===== config.mk =====
export PLATFORM = sky130hd
export DESIGN_NAME = isolated_pixel_counter_top
export DESIGN_NICKNAME = d
export VERILOG_FILES = /design/src/design/ipc_pkg.sv /design/src/design/isolated_pixel_counter_top.sv
export VERILOG_INCLUDE_DIRS = /design/src /design/src/design
export SDC_FILE = /design/constraint.sdc
export NUM_CORES = 1
export LEC_CHECK = 0
export CAP_MARGIN = 20
export CORE_ASPECT_RATIO = 2
export CORE_MARGIN = 10
export CORE_UTILIZATION = 60
export DETAILED_ROUTE_END_ITERATION = 10
export DONT_BUFFER_PORTS = 1
export GPL_TIMING_DRIVEN = 0
export PLACE_DENSITY = 0.86
export SLEW_MARGIN = 10
export SYNTH_ARGS = -nofsm -noshare
export SYNTH_HDL_FRONTEND = slang
export SYNTH_SLANG_ARGS = --single-unit

===== constraint.sdc =====
create_clock -name clk -period 6.9 [get_ports clk]
set_clock_uncertainty 0.1 [all_clocks]
set_input_delay 2.07 -clock clk [delete_from_list [all_inputs] [get_ports clk]]
set_output_delay 2.07 -clock clk [all_outputs]
set_load 0.1 [all_outputs]

===== src/design/isolated_pixel_counter_top_assert.svh =====
// Assertion macros shared by the isolated pixel counter RTL.
`ifndef ISOLATED_PIXEL_COUNTER_TOP_ASSERT_SVH
`define ISOLATED_PIXEL_COUNTER_TOP_ASSERT_SVH

// Same-cycle implication, checked on every rising edge outside reset.
`define IPC_ASSERT_IMP(lbl, ante, cons) \
  lbl: assert property (@(posedge clk) disable iff (rst) (ante) |-> (cons)) \
    else $error("isolated pixel counter: same-cycle check failed");

// Next-cycle implication, checked on every rising edge outside reset.
`define IPC_ASSERT_NXT(lbl, ante, cons) \
  lbl: assert property (@(posedge clk) disable iff (rst) (ante) |=> (cons)) \
    else $error("isolated pixel counter: next-cycle check failed");

`endif


===== src/design/ipc_pkg.sv =====
// Package with the constants, types and helpers of the isolated pixel counter.
package ipc_pkg;

  localparam int MAX_ROWS    = 128;
  localparam int MAX_COLS    = 128;
  localparam int SIZE_W      = 8;
  localparam int ROW_W       = $clog2(MAX_ROWS);
  localparam int COL_W       = $clog2(MAX_COLS);
  localparam int COUNT_W     = 15;
  localparam int CFG_INDEX_W = 8;
  localparam int CFG_DATA_W  = 8;
  localparam int LINE_DEPTH  = MAX_COLS - 1;

  localparam logic [SIZE_W-1:0] MAX_ROWS_SZ = SIZE_W'(MAX_ROWS);
  localparam logic [SIZE_W-1:0] MAX_COLS_SZ = SIZE_W'(MAX_COLS);

  typedef enum logic [CFG_INDEX_W-1:0] {
    REG_IMAGE_ROWS = CFG_INDEX_W'(0),
    REG_IMAGE_COLS = CFG_INDEX_W'(1)
  } cfg_reg_t;

  // Star bit and candidate bit of one pixel.
  typedef struct packed {
    logic star;
    logic cand;
  } pix_t;

  // A size of zero counts as one; a size above the maximum saturates.
  function automatic logic [SIZE_W-1:0] clamp_size(input logic [SIZE_W-1:0] v,
                                                   input logic [SIZE_W-1:0] max_v);
    logic [SIZE_W-1:0] r;
    if (v == '0) begin
      r = SIZE_W'(1);
    end else if (v > max_v) begin
      r = max_v;
    end else begin
      r = v;
    end
    return r;
  endfunction

endpackage


===== src/design/isolated_pixel_counter_top.sv =====
// Isolated pixel counter: one pixel per clock unless stalled, count after the frame's last pixel.
// The count is registered and shown on the output in the cycle after the last pixel is accepted.
// Throughput: one pixel per cycle; input stalls while a configuration write is offered, or
// when a frame ends while the previous count is still waiting to be taken.
// Reset: synchronous, active high; sizes return to one row by one column, frame state clears.
// A configuration write to either size register clears the frame in progress at once.
module isolated_pixel_counter_top (
  input  logic                           clk,
  input  logic                           rst,
  input  logic                           cfg_valid,
  output logic                           cfg_ready,
  input  logic [ipc_pkg::CFG_INDEX_W-1:0] cfg_index,
  input  logic [ipc_pkg::CFG_DATA_W-1:0]  cfg_data,
  input  logic                           in_valid,
  output logic                           in_stall,
  input  logic                           pixel_is_star,
  output logic                           out_valid,
  input  logic                           out_stall,
  output logic [ipc_pkg::COUNT_W-1:0]    isolated_count
);
  import ipc_pkg::*;

  `include "isolated_pixel_counter_top_assert.svh"

  // Frame size registers, held already clamped to their legal range.
  logic [SIZE_W-1:0] image_rows;
  logic [SIZE_W-1:0] image_cols;

  // Raster position of the next pixel.
  logic [ROW_W-1:0] row_pos;
  logic [COL_W-1:0] col_pos;

  // Running count of candidates that have not been killed.
  logic [COUNT_W-1:0] live;
  logic [COUNT_W-1:0] live_next;

  // The line buffer holds the last cols-1 pixels before the previous one. Entry 0 is
  // the pixel straight above the current one, entry 1 the one above and to the right.
  // New pixels enter at entry cols-2 and the whole line moves one place towards entry 0
  // every pixel, so only fixed taps are ever read. The previous pixel waits in prev
  // so that the current pixel can still kill its candidate bit, and the pixel above
  // and to the left is kept in up_left after it leaves the line.
  pix_t line [LINE_DEPTH];
  pix_t line_next [LINE_DEPTH];
  pix_t prev;
  pix_t up_left;

  logic cfg_we;
  logic in_acc;
  logic out_acc;
  logic last_col;
  logic last_pixel;

  logic has_left;
  logic has_right;
  logic cols_is_1;
  logic cols_is_2;
  pix_t up_c;
  pix_t up_r;
  pix_t prev_k;
  pix_t line1_k;
  pix_t up_c_k;
  logic seen;
  logic new_cand;
  logic kill_ul;
  logic kill_uc;
  logic kill_ur;
  logic kill_left;
  logic [2:0] kill_cnt;
  logic [SIZE_W-1:0] ins_idx;

  assign cfg_ready = 1'b1;
  assign cfg_we    = cfg_valid && cfg_ready;

  assign last_col   = ({1'b0, col_pos} + SIZE_W'(1)) == image_cols;
  assign last_pixel = last_col && (({1'b0, row_pos} + SIZE_W'(1)) == image_rows);

  // A configuration write takes the cycle for itself, so no pixel request is taken beside
  // it. Otherwise only a request that closes a frame needs the output register to be free.
  assign in_stall = cfg_valid || (out_valid && out_stall && last_pixel);
  assign in_acc   = in_valid && !in_stall;
  assign out_acc  = out_valid && !out_stall;

  // Neighbourhood test on the fixed taps.
  always_comb begin
    has_left  = col_pos != '0;
    has_right = !last_col;
    cols_is_1 = image_cols == SIZE_W'(1);
    cols_is_2 = image_cols == SIZE_W'(2);

    // With one or two columns the pixel above (or above right) is still in prev.
    up_c = cols_is_1 ? prev : line[0];
    up_r = cols_is_2 ? prev : line[1];

    seen = up_c.star
        || (has_left && (up_left.star || prev.star))
        || (has_right && up_r.star);
    new_cand = pixel_is_star && !seen;

    kill_ul   = pixel_is_star && has_left && up_left.cand;
    kill_uc   = pixel_is_star && up_c.cand;
    kill_ur   = pixel_is_star && has_right && up_r.cand;
    kill_left = pixel_is_star && has_left && prev.cand;
    kill_cnt  = 3'(kill_ul) + 3'(kill_uc) + 3'(kill_ur) + 3'(kill_left);

    prev_k  = prev;
    line1_k = line[1];
    up_c_k  = up_c;
    if (pixel_is_star) begin
      up_c_k.cand = 1'b0;
      if (has_left || cols_is_1 || (cols_is_2 && has_right)) begin
        prev_k.cand = 1'b0;
      end
      if (has_right && !cols_is_2) begin
        line1_k.cand = 1'b0;
      end
    end

    live_next = live + COUNT_W'(new_cand) - COUNT_W'(kill_cnt);

    // Shift the line by one and insert the previous pixel at entry cols-2. With one
    // column the index wraps past the line and nothing is written.
    ins_idx = image_cols - SIZE_W'(2);
    for (int i = 0; i < LINE_DEPTH - 1; i++) begin
      if (ins_idx == SIZE_W'(i)) begin
        line_next[i] = prev_k;
      end else if (i == 0) begin
        line_next[i] = line1_k;
      end else begin
        line_next[i] = line[i+1];
      end
    end
    line_next[LINE_DEPTH-1] = (ins_idx == SIZE_W'(LINE_DEPTH - 1)) ? prev_k
                                                                   : line[LINE_DEPTH-1];
  end

  // Configuration and frame state.
  always_ff @(posedge clk) begin
    if (rst) begin
      image_rows <= SIZE_W'(1);
      image_cols <= SIZE_W'(1);
      row_pos    <= '0;
      col_pos    <= '0;
      live       <= '0;
      prev       <= '0;
      up_left    <= '0;
      for (int i = 0; i < LINE_DEPTH; i++) begin
        line[i] <= '0;
      end
    end else if (cfg_we) begin
      unique case (cfg_index)
        REG_IMAGE_ROWS: image_rows <= clamp_size(cfg_data, MAX_ROWS_SZ);
        REG_IMAGE_COLS: image_cols <= clamp_size(cfg_data, MAX_COLS_SZ);
        default: ;
      endcase
      // A write to either size register drops the frame in progress; a write to an
      // unknown index leaves it alone.
      if (cfg_index == REG_IMAGE_ROWS || cfg_index == REG_IMAGE_COLS) begin
        row_pos <= '0;
        col_pos <= '0;
        live    <= '0;
        prev    <= '0;
        up_left <= '0;
        for (int i = 0; i < LINE_DEPTH; i++) begin
          line[i] <= '0;
        end
      end
    end else if (in_acc) begin
      if (last_pixel) begin
        // End of frame: everything goes back to an empty upper row.
        row_pos <= '0;
        col_pos <= '0;
        live    <= '0;
        prev    <= '0;
        up_left <= '0;
        for (int i = 0; i < LINE_DEPTH; i++) begin
          line[i] <= '0;
        end
      end else begin
        if (last_col) begin
          col_pos <= '0;
          row_pos <= row_pos + ROW_W'(1);
        end else begin
          col_pos <= col_pos + COL_W'(1);
        end
        live         <= live_next;
        prev.star    <= pixel_is_star;
        prev.cand    <= new_cand;
        up_left      <= up_c_k;
        line         <= line_next;
      end
    end
  end

  // Output register: holds the count until it is taken, and can be refilled in the
  // same cycle as it is taken.
  always_ff @(posedge clk) begin
    if (rst) begin
      out_valid <= 1'b0;
    end else if (in_acc && last_pixel && !cfg_we) begin
      out_valid <= 1'b1;
    end else if (out_acc) begin
      out_valid <= 1'b0;
    end
  end

  always_ff @(posedge clk) begin
    if (in_acc && last_pixel && !cfg_we) begin
      isolated_count <= live_next;
    end
  end

  `IPC_ASSERT_IMP(a_col_in_range, 1'b1, {1'b0, col_pos} < image_cols)
  `IPC_ASSERT_IMP(a_row_in_range, 1'b1, {1'b0, row_pos} < image_rows)
  `IPC_ASSERT_NXT(a_frame_end_result, in_acc && last_pixel && !cfg_we, out_valid)
  `IPC_ASSERT_NXT(a_frame_end_clear, in_acc && last_pixel,
                  col_pos == '0 && row_pos == '0 && live == '0)

endmodule


# After elaboration in Yosys (flattened, before gate mapping)
# Cells that the tools add are included.
[word_totals] regBits=319 in_bits=22 out_inout_bits=18 word_cells=614
[classes] muxes=162 n_eq_ne=132 n_reduce_logical=44 n_lt_le_gt_ge=1 n_addsub=10
[op_table] operator="$mux 254" n=4
[op_table] operator="$eq 8x7->1 const B" n=63
[op_table] operator="$mux 2" n=136
[op_table] operator="$eq 8x6->1 const B" n=32
[op_table] operator="$eq 8x5->1 const B" n=16
[op_table] operator="$eq 8x4->1 const B" n=8
[op_table] operator="$mux 7" n=9
[op_table] operator="$mux 15" n=4
[op_table] operator="$eq 8x3->1 const B" n=4
[op_table] operator="$eq 8x1->1 const B" n=3
[op_table] operator="$eq 8x2->1 const B" n=3
[op_table] operator="$logic_not 8->1" n=3
[op_table] operator="$logic_and 1x1->1" n=18
[op_table] operator="$add 7x1->8 const B" n=2
[op_table] operator="$eq 8x8->1" n=2
[op_table] operator="$mux 8" n=2
[op_table] operator="$add 15x1->15" n=1
[op_table] operator="$sub 15x3->15" n=1
[op_table] operator="$add 7x1->7 const B" n=2
[op_table] operator="$gt 8x8->1 const B" n=1
[op_table] operator="$sub 8x2->8 const B" n=1
[op_table] operator="$logic_or 1x1->1" n=7
[op_table] operator="$mux 1" n=7
[op_table] operator="$reduce_bool 7->1" n=1
[op_table] operator="other kinds (9)" n=19

# Logic depth before layout (Yosys ltp)
[logic_depth] word_depth=12 ltp_mapped=23 mapped_depth_nobuf=22

# Worst setup path after synthesis
# OpenSTA, ideal clock, no wires.
[synth_path] path_kind="in2reg" from="in pixel_is_star" to="reg live[14]" t_arrival_ns=5.141 setup_time_ns=0.070 path_slack_ns=1.589 required_ns=6.730 n_path_buf=0 path_stages=17 path_cell_list="inv_1 -> nor3_1 -> fa_1 -> inv_1 -> ha_1 -> inv_1 -> fa_1 -> inv_1 -> ha_1 -> inv_1 -> fa_1 -> a21boi_0 -> o311ai_0 -> a31o_2 -> a211oi_1 -> nand2_1 -> a21oi_1"
[synth_between] elab_chain_cells=9 elab_cells_between_ends=15 cone_classes="add/sub: 5; mux: 3; reduce/logical: 7"
[synth_lines] element="start: declaration" line_no="isolated_pixel_counter_top.sv:16" text="input logic pixel_is_star,"
[synth_lines] element="$logic_and 1x1->1" line_no="isolated_pixel_counter_top.sv:100, isolated_pixel_counter_top.sv:103"
[synth_lines] element="$logic_and 1x1->1" line_no="isolated_pixel_counter_top.sv:100" text="kill_ul = pixel_is_star && has_left && up_left.cand;"
[synth_lines] element="$add 1x1->2" line_no="isolated_pixel_counter_top.sv:104" text="kill_cnt = 3'(kill_ul) + 3'(kill_uc) + 3'(kill_ur) + 3'(kill_left);"
[synth_lines] element="$add 2x1->3" line_no="isolated_pixel_counter_top.sv:104"
[synth_lines] element="$add 3x1->3" line_no="isolated_pixel_counter_top.sv:104"
[synth_lines] element="$sub 15x3->15 *" line_no="isolated_pixel_counter_top.sv:119" text="live_next = live + COUNT_W'(new_cand) - COUNT_W'(kill_cnt);"
[synth_lines] element="named net live_next[14]" line_no="isolated_pixel_counter_top.sv:35" text="logic [COUNT_W-1:0] live_next;"
[synth_lines] element="$mux 15 *" line_no="isolated_pixel_counter_top.sv:169" text="if (last_pixel) begin"
[synth_lines] element="$mux 15 *" line_no="isolated_pixel_counter_top.sv:168" text="end else if (in_acc) begin"
[synth_lines] element="$mux 15 *" line_no="isolated_pixel_counter_top.sv:150" text="end else if (cfg_we) begin"
[synth_lines] element="end signal: assignment" line_no="isolated_pixel_counter_top.sv:186" text="live <= live_next;"
[synth_lines] element="end: declaration" line_no="isolated_pixel_counter_top.sv:34" text="logic [COUNT_W-1:0] live;"
# Mark *: on every way through the listed nets, which the timed path passes. The rest lies on a longest branch. The select of a mux whose other input is x is not followed.
# A chain may end at the register's enable or synchronous reset.

# Worst setup path after layout
[layout_path] from="reg row_pos[4]" to="out in_stall"
[layout_between] elab_chain_cells=5
[layout_lines] element="start: declaration" line_no="isolated_pixel_counter_top.sv:30" text="logic [ROW_W-1:0] row_pos;"
[layout_lines] element="start signal: assignment" line_no="isolated_pixel_counter_top.sv:182" text="row_pos <= row_pos + ROW_W'(1);"
[layout_lines] element="$add 7x1->8" line_no="isolated_pixel_counter_top.sv:76" text="assign last_pixel = last_col && (({1'b0, row_pos} + SIZE_W'(1)) == image_rows);"
[layout_lines] element="$eq 8x8->1" line_no="isolated_pixel_counter_top.sv:76"
[layout_lines] element="$logic_and 1x1->1" line_no="isolated_pixel_counter_top.sv:76"
[layout_lines] element="$logic_and 1x1->1" line_no="isolated_pixel_counter_top.sv:80" text="assign in_stall = cfg_valid || (out_valid && out_stall && last_pixel);"
[layout_lines] element="$logic_or 1x1->1" line_no="isolated_pixel_counter_top.sv:80"
[layout_lines] element="end: declaration" line_no="isolated_pixel_counter_top.sv:15" text="output logic in_stall,"
# No other way between the ends.

==> flow_results.org <==
** Status
- The run finished with clean final reports.

** Detailed routing
- Detailed-route wire length per cell :: 22.91 um
- In the routed design, unresolved DRC markers number 0.
- The pre-antenna-repair detailed-routing pass consisted of 5 iterations.
- For this block, the initial DRC count from the detailed router was 1,329.
- Using the TritonRoute via totals, the vias-per-cell ratio works out to 6.644.
- DRT antenna net count :: 0
- Final wirelength :: 52,230 um
- For this block, the via count after detailed routing is 15.15k.

** Run
- Number of max-capacitance violations reported :: 0

** Yosys
- Number of warnings reported in the yosys synthesis log :: 0
- Summed instance area of the synthesized netlist :: 16,750 sq um
- Synthesis inferred 319 register bits.
- After technology mapping, the gate count stands at 1,872.
- In this run, distinct cell masters in the synthesized netlist total 71.
- The synthesized design contains 15 enable-type register cells.
- The most used flip-flop cell after synthesis is sky130_fd_sc_hd__dfxtp_1.
- Synthesized netlist net count :: 1,926
- For this run, asynchronously set or reset flops after synthesis account for 0%.
- After synthesis, the mean cell area works out to 8.950 sq um.
- Part of the Yosys area used for sequential elements :: 39.01%

** Finish
- Area growth syn-to-layout :: 8.588%
- N_diodes :: 0
- Share of post-route cells with drive strength above 1 :: 12.34%
- Number of fill cells :: 2,200
- After routing the design area is 18,190 sq um.
- Non-Filler Instances :: 2,280
- At the end of the flow, the number of nets in the layout was 1,962.

** Worst setup path
- The worst setup path is launched from a flip-flop.
- Max Fanout on Critical Path :: 8
- Arr. time, crit path :: 3.94 ns
- Critical path required time :: 4.73 ns
- Type of the worst setup path :: flip-flop to output port
- Crit path capture type :: output port

** GRT
- Total global routing overflow :: 0
- The number of global-route vias before repair is 15.04k.
- Initial antenna violation count :: 0
- The first global-routing pass estimated 80,820 um of wire.
- Global routing usage summed across all routing layers :: 27.84%
- Entering global routing, the biggest net connects 16 pins.

** STA
- Maximum operating frequency :: 163.7 MHz
- Total count of hold-check failures in the final report :: 0
- Setup repair after global routing left no endpoint under its margin.
- The worst path uses 88.52% of the clock period.
- Actual transition at the worst max-transition pin :: 1.354 ns
- Worst slew margin relative to its limit :: 9.459%
- The number of pins exceeding their max-slew limit in the final report came to 0.
- Final total negative setup slack :: 0 ns
- The worst path needs 6.108 ns of the cycle, external delays included.
- Setup violators final :: 0

** Floorplan
- In this run the count of I/O pins placed on the die edge is 40.
- The floorplan step defined a core boundary enclosing 27,550 sq um.
- Horizontal die dimension :: 138.2 um
- The initialized floorplan defines 86 standard-cell rows.
- From bottom edge to top edge, the die measures 256.3 um.
- For this configuration, the core starts out at a cell density of 60.82%.
- Die Outline Area :: 35,410 sq um

** Power and ir drop
- Combinational cells account for 4.0% of the total power.
- Net switching is 23.39% of the power.
- For this design the ratio of total power to cell area is 205.1 nW/um^2.
- The clock network accounts for 45.0% of the total power.
- Leakage power of the design :: 0.006626 uW
- Sequential cell fraction of total power :: 51.0%
- IR analysis of the VDD net gives a maximum drop of 178.7 uV.
- The internal portion of the total power is 2859 uW.
- Net switching power figure :: 873.0 uW

** CTS
- In this run, CTS created clock tree buffers numbering 29.
- After clock tree synthesis, the flow added hold-fix buffers numbering 0.
- Clock tree sinks :: 319
- After clock tree synthesis, the clock-pin slew on the worst setup and hold paths is 0.07 ns.
- Gates resized during post-CTS repair numbered 0.
- Counting along the longest clock path gives a buffer depth of 3.
- CTS placed an instance of sky130_fd_sc_hd__clkbuf_16 at the clock tree root.
- H-tree depth :: 1
- TritonCTS built the clock tree.
- Postcts setup bufs :: 0
- Clock latency on the worst-skew pair, taken at its later pin, is 0.57 ns.

** Placed design
- Final HPWL from detailed placement :: 37,600 um
- At the end of routability-driven placement, the weighted congestion stood at 0.9665.
- Count of placed standard cells including taps :: 2,228
- Instance area at placement :: 17,220 sq um
- Count of buffers from port buffering :: 0

** Min path
- The tightest min-delay check is of the flip-flop to flip-flop type.
==> cells by family (layout without fill, tap and decap cells) <==
| logic type | Yosys count | after routing | share of synthesized area (%) |
|---|---|---|---|
| other | 1 | 1 | 0.02238 |
| buffers and inverters | 231 | 287 | 6.138 |
| muxes | 251 | 251 | 15.79 |
| and+or+nand+nor | 417 | 417 | 11.64 |
| adders and majority gates | 32 | 32 | 2.614 |
| xor gates and xnor gates | 26 | 26 | 1.359 |
| DFF | 319 | 319 | 39.01 |
| AOI/OAI and AO/OA | 595 | 595 | 23.43 |
==> layout by cell type, fill, tap and decap left out, drive strengths merged, types with 4 or more instances in the layout <==
| master | synthesis | routed |
|---|---|---|
| or4 | 6 | 6 |
| dfxtp | 304 | 304 |
| mux2 | 106 | 106 |
| nor2b | 11 | 11 |
| nand4 | 8 | 8 |
| xnor2 | 17 | 17 |
| nand3 | 73 | 73 |
| nand2 | 154 | 154 |
| nor3 | 45 | 45 |
| a31oi | 5 | 5 |
| o32ai | 11 | 11 |
| and2 | 6 | 6 |
| a21oi | 161 | 161 |
| xor2 | 9 | 9 |
| nor4 | 5 | 5 |
| edfxtp | 15 | 15 |
| o21ai | 180 | 180 |
| mux2i | 145 | 145 |
| o2bb2ai | 127 | 127 |
| or2 | 4 | 4 |
| clkbuf | 107 | 152 |
| inv | 60 | 60 |
| ha | 27 | 27 |
| o211ai | 42 | 42 |
| nor2 | 69 | 69 |
| a211oi | 12 | 12 |
| o21a | 22 | 22 |
| nand2b | 6 | 6 |
| buf | 64 | 69 |
| o41ai | 4 | 4 |
| fa | 5 | 5 |
| o311ai | 6 | 6 |
| and3 | 13 | 13 |
| or3 | 9 | 9 |
==> critical path, stage by stage, from the launching register on <==
cell	delay [ns]
sky130_fd_sc_hd__dfxtp_1	0.31
sky130_fd_sc_hd__clkbuf_1	0.32
sky130_fd_sc_hd__nand2_1	0.18
sky130_fd_sc_hd__or4_1	0.43
sky130_fd_sc_hd__a211o_1	0.32
sky130_fd_sc_hd__a211oi_2	0.58
sky130_fd_sc_hd__and2_1	0.21
sky130_fd_sc_hd__clkbuf_1	0.40
sky130_fd_sc_hd__a31o_2	0.61
==> routing by layer <==
metal	wire length [um]	part of all wire, %	vias up	GRT usage [%]
met5	0	0	-	0
met4	5132	9.8	0	24.88
met3	3645	7.0	290	4.960
met2	26030	50	737	49.71
met1	17420	33	7221	26.59
li1	-	-	6901	-
==> cell usage after synthesis, types with 5 or more instances <==
cell	number	area [sq um]
sky130_fd_sc_hd__nand4_1	8	50.05
sky130_fd_sc_hd__nor4_1	5	31.28
sky130_fd_sc_hd__and2_1	6	37.54
sky130_fd_sc_hd__nor2b_1	11	68.82
sky130_fd_sc_hd__nand2_1	153	574.3
sky130_fd_sc_hd__a21oi_1	159	795.8
sky130_fd_sc_hd__o2bb2ai_1	117	1025
sky130_fd_sc_hd__o311ai_0	6	52.55
sky130_fd_sc_hd__dfxtp_1	304	6086
sky130_fd_sc_hd__o32ai_1	11	96.34
sky130_fd_sc_hd__buf_6	6	67.56
sky130_fd_sc_hd__edfxtp_1	15	450.4
sky130_fd_sc_hd__nand2b_1	6	37.54
sky130_fd_sc_hd__o2bb2ai_2	10	150.1
sky130_fd_sc_hd__nand3_1	71	355.3
sky130_fd_sc_hd__buf_2	31	155.2
sky130_fd_sc_hd__or4_1	5	37.54
sky130_fd_sc_hd__buf_4	18	135.1
sky130_fd_sc_hd__or3_1	9	56.30
sky130_fd_sc_hd__ha_1	27	337.8
sky130_fd_sc_hd__nor3_1	45	225.2
sky130_fd_sc_hd__a211oi_1	11	82.58
sky130_fd_sc_hd__o21ai_1	30	150.1
sky130_fd_sc_hd__xor2_1	9	78.83
sky130_fd_sc_hd__xnor2_1	17	148.9
sky130_fd_sc_hd__o21ai_0	149	745.7
sky130_fd_sc_hd__clkbuf_1	106	397.9
sky130_fd_sc_hd__o211ai_1	42	315.3
sky130_fd_sc_hd__buf_1	9	33.78
sky130_fd_sc_hd__o21a_1	22	165.2
sky130_fd_sc_hd__fa_1	5	100.1
sky130_fd_sc_hd__and3_1	12	75.07
sky130_fd_sc_hd__nor2_1	69	259.0
sky130_fd_sc_hd__mux2i_1	145	1451
sky130_fd_sc_hd__inv_1	60	225.2
sky130_fd_sc_hd__a31oi_1	5	31.28
sky130_fd_sc_hd__mux2_2	106	1194
==> power by group through the flow <==
stage | clock network, uW | registers, uW | logic, uW
finish | 1680 | 1900 | 148
global route | 1740 | 1900 | 157
CTS | 1680 | 1910 | 143
detailed placement | 0 | 1950 | 143
global placement | 0 | 1950 | 140
floorplan | 0 | 1950 | 98.1
==> state kept, by name, summed over array words and instances, names as in the netlist <==
signal	cells
col_pos	7
image_cols	8
image_rows	8
isolated_count	15
line	254
live	15
out_valid	1
prev	2
row_pos	7
up_left	2
==> cell type report <==
type | instances | area [sq um] | share of cell area [%]
multi-input cells | 1322 | 9199 | 50.56
well taps | 352 | 440.4 | 2.421
flip-flops and latches | 319 | 6536 | 35.93
clock inverters | 6 | 105.1 | 0.5777
plain buffers | 171 | 803.3 | 4.415
clock buffers | 45 | 857.1 | 4.711
inverters | 60 | 225.2 | 1.238
repair buffers | 5 | 27.53 | 0.1513
==> final timing paths <==
kind                                 start  endpoint  slack [ns]  cells after the start
worst max-delay path            row_pos[4]  in_stall        0.79                      8
worst min-delay path              line[82]  line[82]        0.36                      1
worst max register to register  col_pos[0]  live[14]        1.03                     20
worst min register to register    line[82]  line[82]        0.36                      1
==> stage by stage <==
step	util [%]	hold slack (ns)	setup WS, ns	power (uW)
CTS	66.01	0.3661	0.8629	3731
global placement	62.42	0.3438	0.9672	2086
finish	66.05	0.3603	0.7918	3732
floorplan	-	0.3317	1.589	2043
global route	66.05	0.3755	0.6912	3806
detailed placement	62.52	0.3459	0.8762	2090
(Power assumes the default switching activity.)
